[src/hps_pkg.sv]
// Shared types, codes and constants of the host power supervisor.
package hps_pkg;

	// Configuration register layout.
	localparam int CFG_W     = 16;
	localparam int CFG_IDX_W = 2;

	localparam logic [CFG_IDX_W-1:0] CFG_FIRST_WD  = 2'd0;
	localparam logic [CFG_IDX_W-1:0] CFG_WD_PERIOD = 2'd1;
	localparam logic [CFG_IDX_W-1:0] CFG_OFF_DELAY = 2'd2;

	localparam logic [CFG_W-1:0] RST_FIRST_WD  = 16'd5000;
	localparam logic [CFG_W-1:0] RST_WD_PERIOD = 16'd2000;
	localparam logic [CFG_W-1:0] RST_OFF_DELAY = 16'd4000;

	// Field widths of one transaction.
	localparam int ELAPSED_W = 10;
	localparam int KEY_W     = 3;
	localparam int MSG_W     = 4;
	localparam int LED_W     = 3;
	localparam int RESP_W    = 3;
	localparam int SUP_W     = 2;

	// Key event codes.
	localparam logic [KEY_W-1:0] KEY_PRESSING   = 3'd1;
	localparam logic [KEY_W-1:0] KEY_SHORT      = 3'd2;
	localparam logic [KEY_W-1:0] KEY_SUPER_LONG = 3'd5;

	// Received message codes.
	localparam logic [MSG_W-1:0] MSG_NONE      = 4'd0;
	localparam logic [MSG_W-1:0] MSG_STATUS    = 4'd1;
	localparam logic [MSG_W-1:0] MSG_ANALOG    = 4'd2;
	localparam logic [MSG_W-1:0] MSG_POWEROFF  = 4'd3;
	localparam logic [MSG_W-1:0] MSG_VERSION   = 4'd4;
	localparam logic [MSG_W-1:0] MSG_BOOT      = 4'd5;
	localparam logic [MSG_W-1:0] MSG_SHUT_ACK  = 4'd6;
	localparam logic [MSG_W-1:0] MSG_READY_ACK = 4'd7;

	// LED mode codes.
	localparam logic [LED_W-1:0] LED_UNCHANGED = 3'd0;
	localparam logic [LED_W-1:0] LED_OFF       = 3'd1;
	localparam logic [LED_W-1:0] LED_ON        = 3'd2;
	localparam logic [LED_W-1:0] LED_BLINK_1000 = 3'd3;
	localparam logic [LED_W-1:0] LED_BLINK_250 = 3'd4;
	localparam logic [LED_W-1:0] LED_BLINK_150 = 3'd5;

	// Response codes.
	localparam logic [RESP_W-1:0] RESP_NONE     = 3'd0;
	localparam logic [RESP_W-1:0] RESP_STATUS   = 3'd1;
	localparam logic [RESP_W-1:0] RESP_ANALOG   = 3'd2;
	localparam logic [RESP_W-1:0] RESP_POWEROFF = 3'd3;
	localparam logic [RESP_W-1:0] RESP_VERSION  = 3'd4;

	// Supply action codes.
	localparam logic [SUP_W-1:0] SUP_NONE  = 2'd0;
	localparam logic [SUP_W-1:0] SUP_OFF   = 2'd1;
	localparam logic [SUP_W-1:0] SUP_CYCLE = 2'd2;

	// Host state.
	typedef enum logic [2:0] {
		ST_UNKNOWN = 3'd0,
		ST_STBY    = 3'd1,
		ST_START   = 3'd2,
		ST_RUN     = 3'd3,
		ST_SHUT    = 3'd4,
		ST_PWROFF  = 3'd5
	} host_state_t;

	typedef struct packed {
		logic [CFG_W-1:0] first_wd;
		logic [CFG_W-1:0] wd_period;
		logic [CFG_W-1:0] off_delay;
	} cfg_t;

	typedef struct packed {
		logic [ELAPSED_W-1:0] elapsed;
		logic [KEY_W-1:0]     key;
		logic                 rx;
		logic [MSG_W-1:0]     msg;
	} item_t;

	typedef struct packed {
		host_state_t       host_state;
		logic [LED_W-1:0]  led_mode;
		logic              query;
		logic [RESP_W-1:0] resp;
		logic [SUP_W-1:0]  supply;
		logic              boot;
	} result_t;

endpackage

[src/host_power_supervisor_unit.sv]
// Top level of the host power supervisor: input register, step logic, result register.
// Each transaction is one handler call of the supervisor. A call is taken into an input
// register, evaluated combinationally against the host state, timers and flags, and its
// result is held in an output register, which loads as the call leaves the input register
// and holds until the result is taken; one call is taken every clock while results are
// taken. The state updates as a call leaves the input register, so back-to-back calls
// see each other's effects in order. Timers are TIMER_WIDTH bits wide and saturate on
// load; there is no clearing pass after reset.
module host_power_supervisor_unit #(
	parameter int TIMER_WIDTH = 16
) (
	input  logic                           clk,
	input  logic                           arst_n,
	input  logic                           item_valid,
	output logic                           item_ready,
	input  logic [hps_pkg::ELAPSED_W-1:0]  elapsed_ms,
	input  logic [hps_pkg::KEY_W-1:0]      key_event,
	input  logic                           rx_level,
	input  logic [hps_pkg::MSG_W-1:0]      rx_message,
	output logic                           result_valid,
	input  logic                           result_ready,
	output logic [2:0]                     host_state,
	output logic [hps_pkg::LED_W-1:0]      led_mode,
	output logic                           send_ready_query,
	output logic [hps_pkg::RESP_W-1:0]     response_kind,
	output logic [hps_pkg::SUP_W-1:0]      supply_action,
	output logic                           enter_bootloader,
	input  logic                           cfg_we,
	input  logic [hps_pkg::CFG_IDX_W-1:0]  cfg_index,
	input  logic [hps_pkg::CFG_W-1:0]      cfg_wdata
);
	import hps_pkg::*;

	cfg_t    cfg;
	item_t   item_s1;
	logic    valid_s1;
	result_t res_comb, res_s2;
	logic    valid_s2;
	logic    advance;

	assign advance    = valid_s1 && (!valid_s2 || result_ready);
	assign item_ready = !valid_s1 || advance;

	hps_cfg u_cfg (
		.clk       (clk),
		.arst_n    (arst_n),
		.cfg_we    (cfg_we),
		.cfg_index (cfg_index),
		.cfg_wdata (cfg_wdata),
		.cfg       (cfg)
	);

	hps_core #(
		.TIMER_WIDTH (TIMER_WIDTH)
	) u_core (
		.clk     (clk),
		.arst_n  (arst_n),
		.advance (advance),
		.item    (item_s1),
		.cfg     (cfg),
		.result  (res_comb)
	);

	// Input register valid.
	always_ff @(posedge clk or negedge arst_n) begin
		if (!arst_n) begin
			valid_s1 <= 1'b0;
		end else if (item_ready) begin
			valid_s1 <= item_valid;
		end
	end

	// Input register payload.
	always_ff @(posedge clk) begin
		if (item_valid && item_ready) begin
			item_s1.elapsed <= elapsed_ms;
			item_s1.key     <= key_event;
			item_s1.rx      <= rx_level;
			item_s1.msg     <= rx_message;
		end
	end

	// Result register valid.
	always_ff @(posedge clk or negedge arst_n) begin
		if (!arst_n) begin
			valid_s2 <= 1'b0;
		end else if (advance) begin
			valid_s2 <= 1'b1;
		end else if (result_ready) begin
			valid_s2 <= 1'b0;
		end
	end

	// Result register payload.
	always_ff @(posedge clk) begin
		if (advance) begin
			res_s2 <= res_comb;
		end
	end

	assign result_valid     = valid_s2;
	assign host_state       = res_s2.host_state;
	assign led_mode         = res_s2.led_mode;
	assign send_ready_query = res_s2.query;
	assign response_kind    = res_s2.resp;
	assign supply_action    = res_s2.supply;
	assign enter_bootloader = res_s2.boot;

	// A waiting call stays in the input register until it moves on.
	a_hold_s1: assert property (@(posedge clk) disable iff (!arst_n)
		valid_s1 && !advance |=> valid_s1)
		else $error("input register dropped a waiting transaction");

	// Switching the supply off only happens on the way back to standby.
	a_off_to_stby: assert property (@(posedge clk) disable iff (!arst_n)
		valid_s2 && res_s2.supply == SUP_OFF |-> res_s2.host_state == ST_STBY)
		else $error("supply switched off outside the return to standby");

	// A power cycle is requested only from standby.
	a_cycle_stby: assert property (@(posedge clk) disable iff (!arst_n)
		valid_s2 && res_s2.supply == SUP_CYCLE
		|-> res_s2.host_state == ST_STBY || res_s2.host_state == ST_PWROFF)
		else $error("power cycle requested outside standby");

	// Ready queries and bootloader requests belong to a running host.
	a_query_run: assert property (@(posedge clk) disable iff (!arst_n)
		valid_s2 && (res_s2.query || res_s2.boot)
		|-> res_s2.host_state == ST_RUN || res_s2.host_state == ST_SHUT)
		else $error("host request issued while host not running");

endmodule

[src/hps_cfg.sv]
// Configuration registers of the host power supervisor.
module hps_cfg (
	input  logic                           clk,
	input  logic                           arst_n,
	input  logic                           cfg_we,
	input  logic [hps_pkg::CFG_IDX_W-1:0]  cfg_index,
	input  logic [hps_pkg::CFG_W-1:0]      cfg_wdata,
	output hps_pkg::cfg_t                  cfg
);
	import hps_pkg::*;

	cfg_t cfg_q;

	// Register writes; an index beyond the list is ignored.
	always_ff @(posedge clk or negedge arst_n) begin
		if (!arst_n) begin
			cfg_q.first_wd  <= RST_FIRST_WD;
			cfg_q.wd_period <= RST_WD_PERIOD;
			cfg_q.off_delay <= RST_OFF_DELAY;
		end else if (cfg_we) begin
			unique case (cfg_index)
				CFG_FIRST_WD:  cfg_q.first_wd  <= cfg_wdata;
				CFG_WD_PERIOD: cfg_q.wd_period <= cfg_wdata;
				CFG_OFF_DELAY: cfg_q.off_delay <= cfg_wdata;
				default: ;
			endcase
		end
	end

	assign cfg = cfg_q;

endmodule

[src/hps_core.sv]
// Host state machine, timers and flags, evaluated once per transaction.
module hps_core #(
	parameter int TIMER_WIDTH = 16
) (
	input  logic             clk,
	input  logic             arst_n,
	input  logic             advance,
	input  hps_pkg::item_t   item,
	input  hps_pkg::cfg_t    cfg,
	output hps_pkg::result_t result
);
	import hps_pkg::*;

	localparam int LW = (TIMER_WIDTH > CFG_W) ? TIMER_WIDTH : CFG_W;
	localparam logic [LW-1:0] TMAX = (LW'(1) << TIMER_WIDTH) - LW'(1);

	// Loads saturate at the largest value the timer holds.
	function automatic logic [TIMER_WIDTH-1:0] load_timer(input logic [CFG_W-1:0] v);
		logic [LW-1:0] ext;
		ext = LW'(v);
		return (ext > TMAX) ? TIMER_WIDTH'(TMAX) : TIMER_WIDTH'(ext);
	endfunction

	function automatic logic [TIMER_WIDTH-1:0] count_down(input logic [TIMER_WIDTH-1:0] t,
			input logic [ELAPSED_W-1:0] d);
		logic [TIMER_WIDTH-1:0] dx;
		dx = TIMER_WIDTH'(d);
		return (t > dx) ? (t - dx) : '0;
	endfunction

	host_state_t            state_q, state_d;
	logic                   pend_q, pend_d;
	logic                   ans_q, ans_d;
	logic [TIMER_WIDTH-1:0] wd_q, wd_d;
	logic [TIMER_WIDTH-1:0] dl_q, dl_d;
	logic [TIMER_WIDTH-1:0] wd_dec, dl_dec;

	assign wd_dec = count_down(wd_q, item.elapsed);
	assign dl_dec = count_down(dl_q, item.elapsed);

	// Next state, timers and flags.
	always_comb begin
		state_d = state_q;
		pend_d  = pend_q;
		ans_d   = ans_q;
		wd_d    = wd_dec;
		dl_d    = dl_dec;
		unique case (state_q)
			ST_UNKNOWN: begin
				if (item.rx) begin
					wd_d    = load_timer(cfg.first_wd);
					ans_d   = 1'b0;
					state_d = ST_RUN;
				end else begin
					state_d = ST_STBY;
				end
			end
			ST_RUN: begin
				if (wd_dec == '0) begin
					if (ans_q) begin
						wd_d  = load_timer(cfg.wd_period);
						ans_d = 1'b0;
					end else begin
						state_d = ST_SHUT;
					end
				end
				if (item.key == KEY_SUPER_LONG) begin
					pend_d = 1'b1;
				end
				if (item.msg == MSG_POWEROFF) begin
					pend_d  = 1'b1;
					state_d = ST_SHUT;
				end else if (item.msg == MSG_SHUT_ACK) begin
					state_d = ST_SHUT;
				end else if (item.msg == MSG_READY_ACK) begin
					ans_d = 1'b1;
				end
			end
			ST_SHUT: begin
				if (!item.rx) begin
					state_d = ST_STBY;
				end
			end
			ST_STBY: begin
				if (item.rx) begin
					state_d = ST_START;
				end else begin
					if (pend_q) begin
						dl_d    = load_timer(cfg.off_delay);
						state_d = ST_PWROFF;
					end
					// The blocking power cycle leaves the delay timer empty.
					if (item.key == KEY_SHORT) begin
						dl_d = '0;
					end
				end
			end
			ST_START: begin
				if (item.rx && dl_dec == '0 && item.msg != MSG_NONE) begin
					ans_d   = 1'b1;
					state_d = ST_RUN;
				end
			end
			ST_PWROFF: begin
				if (dl_dec == '0) begin
					pend_d  = 1'b0;
					state_d = ST_STBY;
				end
			end
			default: ;
		endcase
	end

	// Result fields of the transaction.
	always_comb begin
		result            = '0;
		result.host_state = state_d;
		result.led_mode   = LED_UNCHANGED;
		result.query      = 1'b0;
		result.resp       = RESP_NONE;
		result.supply     = SUP_NONE;
		result.boot       = 1'b0;
		unique case (state_q)
			ST_UNKNOWN: begin
				result.query = item.rx;
			end
			ST_RUN: begin
				result.query    = (wd_dec == '0) && ans_q;
				result.led_mode = (item.key == KEY_PRESSING) ? LED_BLINK_1000 : LED_ON;
				unique case (item.msg)
					MSG_STATUS:   result.resp = RESP_STATUS;
					MSG_ANALOG:   result.resp = RESP_ANALOG;
					MSG_POWEROFF: result.resp = RESP_POWEROFF;
					MSG_VERSION:  result.resp = RESP_VERSION;
					MSG_BOOT:     result.boot = 1'b1;
					default: ;
				endcase
			end
			ST_SHUT: begin
				result.led_mode = LED_BLINK_250;
			end
			ST_STBY: begin
				result.led_mode = LED_OFF;
				if (!item.rx && item.key == KEY_SHORT) begin
					result.supply = SUP_CYCLE;
				end
			end
			ST_START: begin
				result.led_mode = LED_BLINK_150;
			end
			ST_PWROFF: begin
				if (dl_dec == '0) begin
					result.supply = SUP_OFF;
				end
			end
			default: ;
		endcase
	end

	// State registers move when a transaction leaves the input register.
	always_ff @(posedge clk or negedge arst_n) begin
		if (!arst_n) begin
			state_q <= ST_UNKNOWN;
			pend_q  <= 1'b0;
			ans_q   <= 1'b0;
			wd_q    <= '0;
			dl_q    <= '0;
		end else if (advance) begin
			state_q <= state_d;
			pend_q  <= pend_d;
			ans_q   <= ans_d;
			wd_q    <= wd_d;
			dl_q    <= dl_d;
		end
	end

endmodule

[config.mk]
export PLATFORM = sky130hd
export DESIGN_NAME = host_power_supervisor_unit
export DESIGN_NICKNAME = d
export VERILOG_FILES = /design/src/hps_pkg.sv /design/src/host_power_supervisor_unit.sv /design/src/hps_cfg.sv /design/src/hps_core.sv
export SDC_FILE = /design/constraint.sdc
export NUM_CORES = 1
export LEC_CHECK = 0
export ABC_CLOCK_PERIOD_IN_PS = 4150
export CORE_MARGIN = 2
export CORE_UTILIZATION = 60
export DETAILED_ROUTE_END_ITERATION = 8
export DONT_BUFFER_PORTS = 1
export HOLD_SLACK_MARGIN = 0.12
export PLACE_DENSITY = 0.8
export SLEW_MARGIN = 20
export SYNTH_ARGS = -nofsm -noshare
export SYNTH_HDL_FRONTEND = slang
export SYNTH_SLANG_ARGS = --single-unit
[constraint.sdc]
create_clock -name clk -period 4.15 [get_ports clk]
set_clock_uncertainty 0.2 [all_clocks]
set_input_delay 1.245 -clock clk [delete_from_list [all_inputs] [get_ports clk]]
set_output_delay 1.245 -clock clk [all_outputs]
set_load 0.01 [all_outputs]
## Yosys cells after proc, flatten, opt, wreduce, memory -nomap -nowiden

Cells that the tools add are included.

- Add/sub/neg operators: 2
- Magnitude comparators: 5
- Equality and inequality tests: 21
- Muxes and demuxes: 45
- Reduce and logical (&&, ||, !) cells: 24

Operator list:

| operator | number |
|---|---|
| $mux W16 | 12 |
| $gt A16 B16 Y1 const B | 3 |
| $gt A16 B10 Y1 | 2 |
| $logic_not A16 Y1 | 2 |
| $pmux W16 S2 | 1 |
| $sub A16 B10 Y16 | 2 |
| $mux W3 | 9 |
| $pmux W3 S4 | 2 |
| $pmux W3 S6 | 1 |
| $eq A4 B3 Y1 const B | 4 |
| $mux W1 | 14 |
| $eq A3 B2 Y1 const B | 3 |
| $eq A3 B3 Y1 const B | 3 |
| $eq A4 B2 Y1 const B | 2 |
| $reduce_and A4 Y1 | 2 |
| $eq A3 B1 Y1 const B | 2 |
| $logic_and A1 B1 Y1 | 6 |
| $reduce_and A2 Y1 | 3 |
| $eq A4 B1 Y1 const B | 1 |
| $mux W2 | 2 |
| $ne A2 B1 Y1 const B | 2 |
| $pmux W1 S2 | 2 |
| $pmux W2 S2 | 1 |
| $reduce_bool A2 Y1 | 2 |
| 11 further kinds | 14 |

- Register bits after elaboration: 118
- Input bits: 41
- Output and inout bits: 15
- Word-level logic and storage cells: 117

## Longest topological paths before layout

- Depth in word-level cells: 8
- Mapped depth: 13
- Gate-level depth less buffers: 12

## Hierarchy

Synthesis repeated with hierarchy kept, for this count alone.

- Cell total of the unflattened synthesis: 652
- Area, all modules: 6749.0 um^2

Modules (own cells, without submodules):

| module | times used | cells an instance | area each (um^2) | sequential area each (um^2) |
|---|---|---|---|---|
| hps_core | 1 | 511 | 3877.5 | 925.9 |
| hps_cfg | 1 | 102 | 1836.8 | 1222.4 |
| host_power_supervisor_unit | 1 | 39 | 1034.7 | 980.9 |

## Worst setup path after synthesis

No wires, ideal clock.

- Path kind: register to register
- From: register item_s1[8] (netlist bit)
- To: register u_core.wd_q[11]
- Library setup time: 0.082 ns
- Arrival time: 3.026 ns
- Path slack: 0.842 ns
- Stages on the path, launching flop included: 13
- Buffers on the path: 1
- Clock period less this slack: 3.308 ns
- Cells stage by stage: edfxtp_1 ha_1 fa_1 nand2b_1 a21oi_1 mux2_2 a21oi_1 nand4_1 or4_4 o21ai_4 buf_6 nand2_1 a31oi_1

- Cells in the longest elaborated chain, start to end: 5
- Elaborated cells on any way between the ends: 8

RTL lines:

| element | RTL line | text |
|---|---|---|
| start: declaration | host_power_supervisor_unit.sv:35 | `item_t item_s1;` |
| $sub A16 B10 Y16 or $gt A16 B10 Y1 (tied branches) | hps_core.sv:28 | `return (t > dx) ? (t - dx) : '0;` |
| $mux W16 * | hps_core.sv:28 |  |
| $logic_not A16 Y1 or $mux W16 (tied branches) | hps_core.sv:59, hps_core.sv:60 |  |
| $mux W16 | hps_core.sv:59 | `if (wd_dec == '0) begin` |
| $pmux W16 S2 * | hps_core.sv:48 | `unique case (state_q)` |
| end signal: assignment | hps_core.sv:172 | `wd_q <= wd_d;` |
| end: declaration | hps_core.sv:34 | `logic [TIMER_WIDTH-1:0] wd_q, wd_d;` |

Mark *: on every way between the ends. The rest lies on a longest branch, timed or not.
A chain may end at the register's enable or synchronous reset.

## Worst setup path after layout

- From: register item_s1[9] (netlist bit)
- To: register u_core.state_q[0]

- Cells in the longest elaborated chain, start to end: 7
- Elaborated cells on any way between the ends: 16

RTL lines:

| element | RTL line | text |
|---|---|---|
| $sub A16 B10 Y16 or $gt A16 B10 Y1 (tied branches) | hps_core.sv:28 |  |
| $mux W16 | hps_core.sv:28 |  |
| $logic_not A16 Y1 (on tied branches) | hps_core.sv:59, hps_core.sv:99, hps_core.sv:105 |  |
| $mux W3 or $logic_and A1 B1 Y1 (tied branches) | hps_core.sv:59, hps_core.sv:99 |  |
| $mux W3 or $logic_and A1 B1 Y1 (tied branches) | hps_core.sv:73, hps_core.sv:99 |  |
| $mux W3 (on tied branches) | hps_core.sv:70, hps_core.sv:99 |  |
| $pmux W3 S6 * | hps_core.sv:48 |  |
| end signal: assignment | hps_core.sv:169 | `state_q <= state_d;` |
| end: declaration | hps_core.sv:31 | `host_state_t state_q, state_d;` |

Marked as above.

==> key figures <==
Drt
  – Via count: 5594
  – Antenna violation net count after detailed routing: 0
  – Post-detailed-routing wire length: 17.9 mm
  – Number of remaining DRC errors: 0
  – Number of detailed-route iterations in the first pass: 8
  – Post-DR vias/cell: 6.91
  – DRC marker count from the first detailed-route iteration: 640
  – Average wire length per cell after detail routing: 22.1 um

Placed design
  – Placed Instances: 778
  – Worst Setup Slack post-DPL: 523 ps
  – Number of I/O port buffers: 0
  – Routability congestion estimate from global placement: 0.951
  – HPWL after detailed placement: 12.3 mm

Final layout
  – Fillers: 770
  – Ant. Diodes: 0
  – Layout-stage area growth over the synthesis result: 9.44%
  – Final-stage net count: 720
  – Proportion of layout cells with a drive suffix above 1: 0.184
  – Final cell count without fillers: 810

Global routing
  – Number of antenna violations at the first check in global routing: 0
  – Maximum number of pins on one net before global-route repair: 88
  – Vias in the first global route: 5394
  – Congestion Overflow GR: 0
  – GRT Util Overall: 0.310
  – Wire length of the first global-routing pass: 28.0 mm

Yosys
  – Post-synth ARST share: 0.737
  – Dominant combinational cell family by area after synthesis: compound AO/OA/AOI/OAI gates
  – Simple-gate portion of the synthesized area: 0.154
  – Post-synthesis instance area: 6750 um2
  – Adder and majority gate portion of the synthesized area: 0.0430
  – Compound-cell area share of the yosys netlist: 0.199
  – Xor-xnor portion of the synthesized cell area: 0.0156
  – Multiplexer fraction of the synthesized cell area: 0.0870
  – Number of cells produced by synthesis: 667
  – Number of flip-flops and latches in the synthesized netlist: 118
  – Synthesized area per cell: 10.1 um2
  – Synthesized Nets: 730
  – Number of synthesis warnings: 0
  – Portion of the post-synthesis area used by sequential elements: 0.464
  – Number of enable-type register cells in the synthesized netlist: 31
  – Synth Flop Type: sky130_fd_sc_hd__dfrtp_1
  – Unique cell type count in the Yosys netlist: 83

Hold path
  – Path class of the lowest-slack min-delay path: input pin to async pin

Die
  – Die Span X: 110 um
  – Total Die Area: 12100 um2
  – Die height: 110 um
  – Area inside the core boundary: 10900 um2
  – Number of ports placed on the die boundary: 56
  – Initial standard-cell utilization of the core: 0.620
  – Total number of placement rows: 38

Clock tree
  – Clock tree root driver cell: sky130_fd_sc_hd__clkbuf_8
  – Cts bufs inserted: 17
  – Number of buffers inserted by hold repair at cts: 0
  – Maximum buffer depth of the clock tree: 2
  – Clock slew seen by the registers of the worst setup and hold paths: 60 ps
  – CTS tree: done
  – Post-cts resize count: 0
  – Number of sinks driven by the clock tree: 118
  – Latest clock arrival within the worst-skew pair: 530 ps
  – H-Tree Level Count: 4
  – Setup Buffers After CTS: 0

Pwr
  – Worst VDD drop: 0.439 mV
  – Power per Cell Area: 764 nW/um2
  – Leakage power total: 2.94 nW
  – Final total power: 5.64 mW

Worst setup path
  – WP data required: 4360 ps
  – Reg2Reg Setup Slack: 400 ps
  – Class of the most critical setup path: register to register
  – Endpoint class of the critical path: register
  – Critical-path maximum fanout: 5
  – Arrival time reported for the critical path endpoint: 3960 ps
  – Critical Path Source Type: register

STA
  – Max Freq: 266 MHz
  – Setup repair after global routing missed its margin: false
  – Count of final hold-check violations: 0
  – Final setup violation count: 0
  – Final clock period utilization by the worst path: 0.904
  – Final slew viol count: 0
  – Worst slew margin relative to its limit: 0.363
  – Final Worst Setup Slack: 397 ps
  – Slew at the pin closest to its max-slew limit: 952 ps
  – Sum Neg Setup Slack: 0 ps
  – Final critical path time including I/O delays and setup: 3750 ps

Flow run
  – Number of maximum-capacitance constraint violations: 0

Outcome
  – Outcome: complete, no violations
[Yosys cell counts, drive strengths merged (9+ instances only)]
master | instances | area, um2
nor3 | 14 | 70.1
ha | 20 | 250
inv | 28 | 105
clkbuf | 25 | 95.1
dfrtp | 70 | 1750
nand4 | 9 | 56.3
nand3 | 15 | 75.1
nand2 | 46 | 173
dfstp | 17 | 447
edfxtp | 31 | 931
a21oi | 55 | 283
nor2 | 62 | 233
a21o | 9 | 67.6
a221oi | 11 | 103
o21ai | 34 | 181
a31oi | 16 | 100
mux2 | 50 | 567
[power breakdown]
part           switching [mW]  internal, mW
Combinational            1.41         0.948
Clock                   0.563         0.858
Sequential              0.321          1.54
Total                    2.29          3.35
[sequential cells by signal, indices dropped and copies added (netlist names)]
register / cells
valid_s1: 1
response_kind: 3
result_valid: 1
enter_bootloader: 1
u_core.state_q: 3
u_cfg.cfg: 48
host_state: 3
supply_action: 2
u_core.ans_q: 1
u_core.wd_q: 16
send_ready_query: 1
item_s1: 18
led_mode: 3
u_core.pend_q: 1
u_core.dl_q: 16
[final timing paths]
path,to,cells after the start,startpoint
setup / recovery,u_core.state_q[0],11,item_s1[9]
hold / removal,valid_s1,0,arst_n
setup reg to reg,u_core.state_q[0],11,item_s1[9]
hold reg to reg,result_valid,1,valid_s1
max in group asynchronous,u_cfg.cfg[39],0,arst_n
min in group clk,result_valid,1,valid_s1
[cells by family after synthesis]
family	count (synthesis)
simple gates	204
compound gates	198
flops	118
buf+inv	61
mux	52
fa+ha+maj	22
xor+xnor	12
[layout by cell type, fill, tap and decap left out, types with 7 or more instances in the layout]
cell type / count
sky130_fd_sc_hd__edfxtp_1: 31
sky130_fd_sc_hd__or3_1: 7
sky130_fd_sc_hd__xor2_1: 7
sky130_fd_sc_hd__nor2b_1: 7
sky130_fd_sc_hd__dfstp_2: 17
sky130_fd_sc_hd__a21oi_1: 53
sky130_fd_sc_hd__inv_1: 26
sky130_fd_sc_hd__ha_1: 20
sky130_fd_sc_hd__nand4_1: 9
sky130_fd_sc_hd__a22oi_1: 8
sky130_fd_sc_hd__a31oi_1: 16
sky130_fd_sc_hd__clkbuf_16: 16
sky130_fd_sc_hd__a221oi_1: 10
sky130_fd_sc_hd__nand3_1: 15
sky130_fd_sc_hd__o21ai_0: 31
sky130_fd_sc_hd__dfrtp_1: 70
sky130_fd_sc_hd__a21o_1: 9
sky130_fd_sc_hd__nand2_1: 46
sky130_fd_sc_hd__mux2_2: 49
sky130_fd_sc_hd__nand2b_1: 7
sky130_fd_sc_hd__nor3_1: 14
sky130_fd_sc_hd__nor2_1: 61
sky130_fd_sc_hd__o31ai_1: 7
[stage by stage]
stage | hold WS [ps] | instance area (um2) | util
global route | 190 | 7380 | 0.678
floorplan | 254 | 6750 | -
detailed placement | 283 | 6810 | 0.625
finish | 207 | 7380 | 0.678
global placement | 270 | 6810 | 0.625
CTS | 198 | 7380 | 0.678
[critical path: stages, from the launching register on]
cell and delay [ps]:
sky130_fd_sc_hd__edfxtp_1 450, sky130_fd_sc_hd__inv_1 90, sky130_fd_sc_hd__ha_1 320, sky130_fd_sc_hd__nor2b_4 140, sky130_fd_sc_hd__o31ai_2 470, sky130_fd_sc_hd__a21oi_1 260
sky130_fd_sc_hd__nor4b_1 380, sky130_fd_sc_hd__o311ai_1 190, sky130_fd_sc_hd__nor3_1 300, sky130_fd_sc_hd__o21bai_1 200, sky130_fd_sc_hd__a311o_1 390, sky130_fd_sc_hd__a32o_1 230
[routing by layer]
metal  share of wire  GRT usage  vias to the layer above
li1                -          -                     2484
met4           0.038      0.134                        0
met3           0.084     0.0852                       63
met5               0          0                        -
met1            0.39      0.390                     2732
met2            0.49      0.500                      315
[layout make-up]
| type | count | area [um2] | area share |
|---|---|---|---|
| Multi-Input combinational cell | 488 | 3370 | 0.457 |
| Inverter | 28 | 105 | 0.0142 |
| Tap cell | 140 | 175 | 0.0237 |
| Clock buffer | 18 | 418 | 0.0566 |
| Timing Repair Buffer | 4 | 30.0 | 0.00407 |
| Sequential cell | 118 | 3130 | 0.424 |
| Clock inverter | 14 | 153 | 0.0207 |
Note: power is estimated with default switching activity, not from simulation.
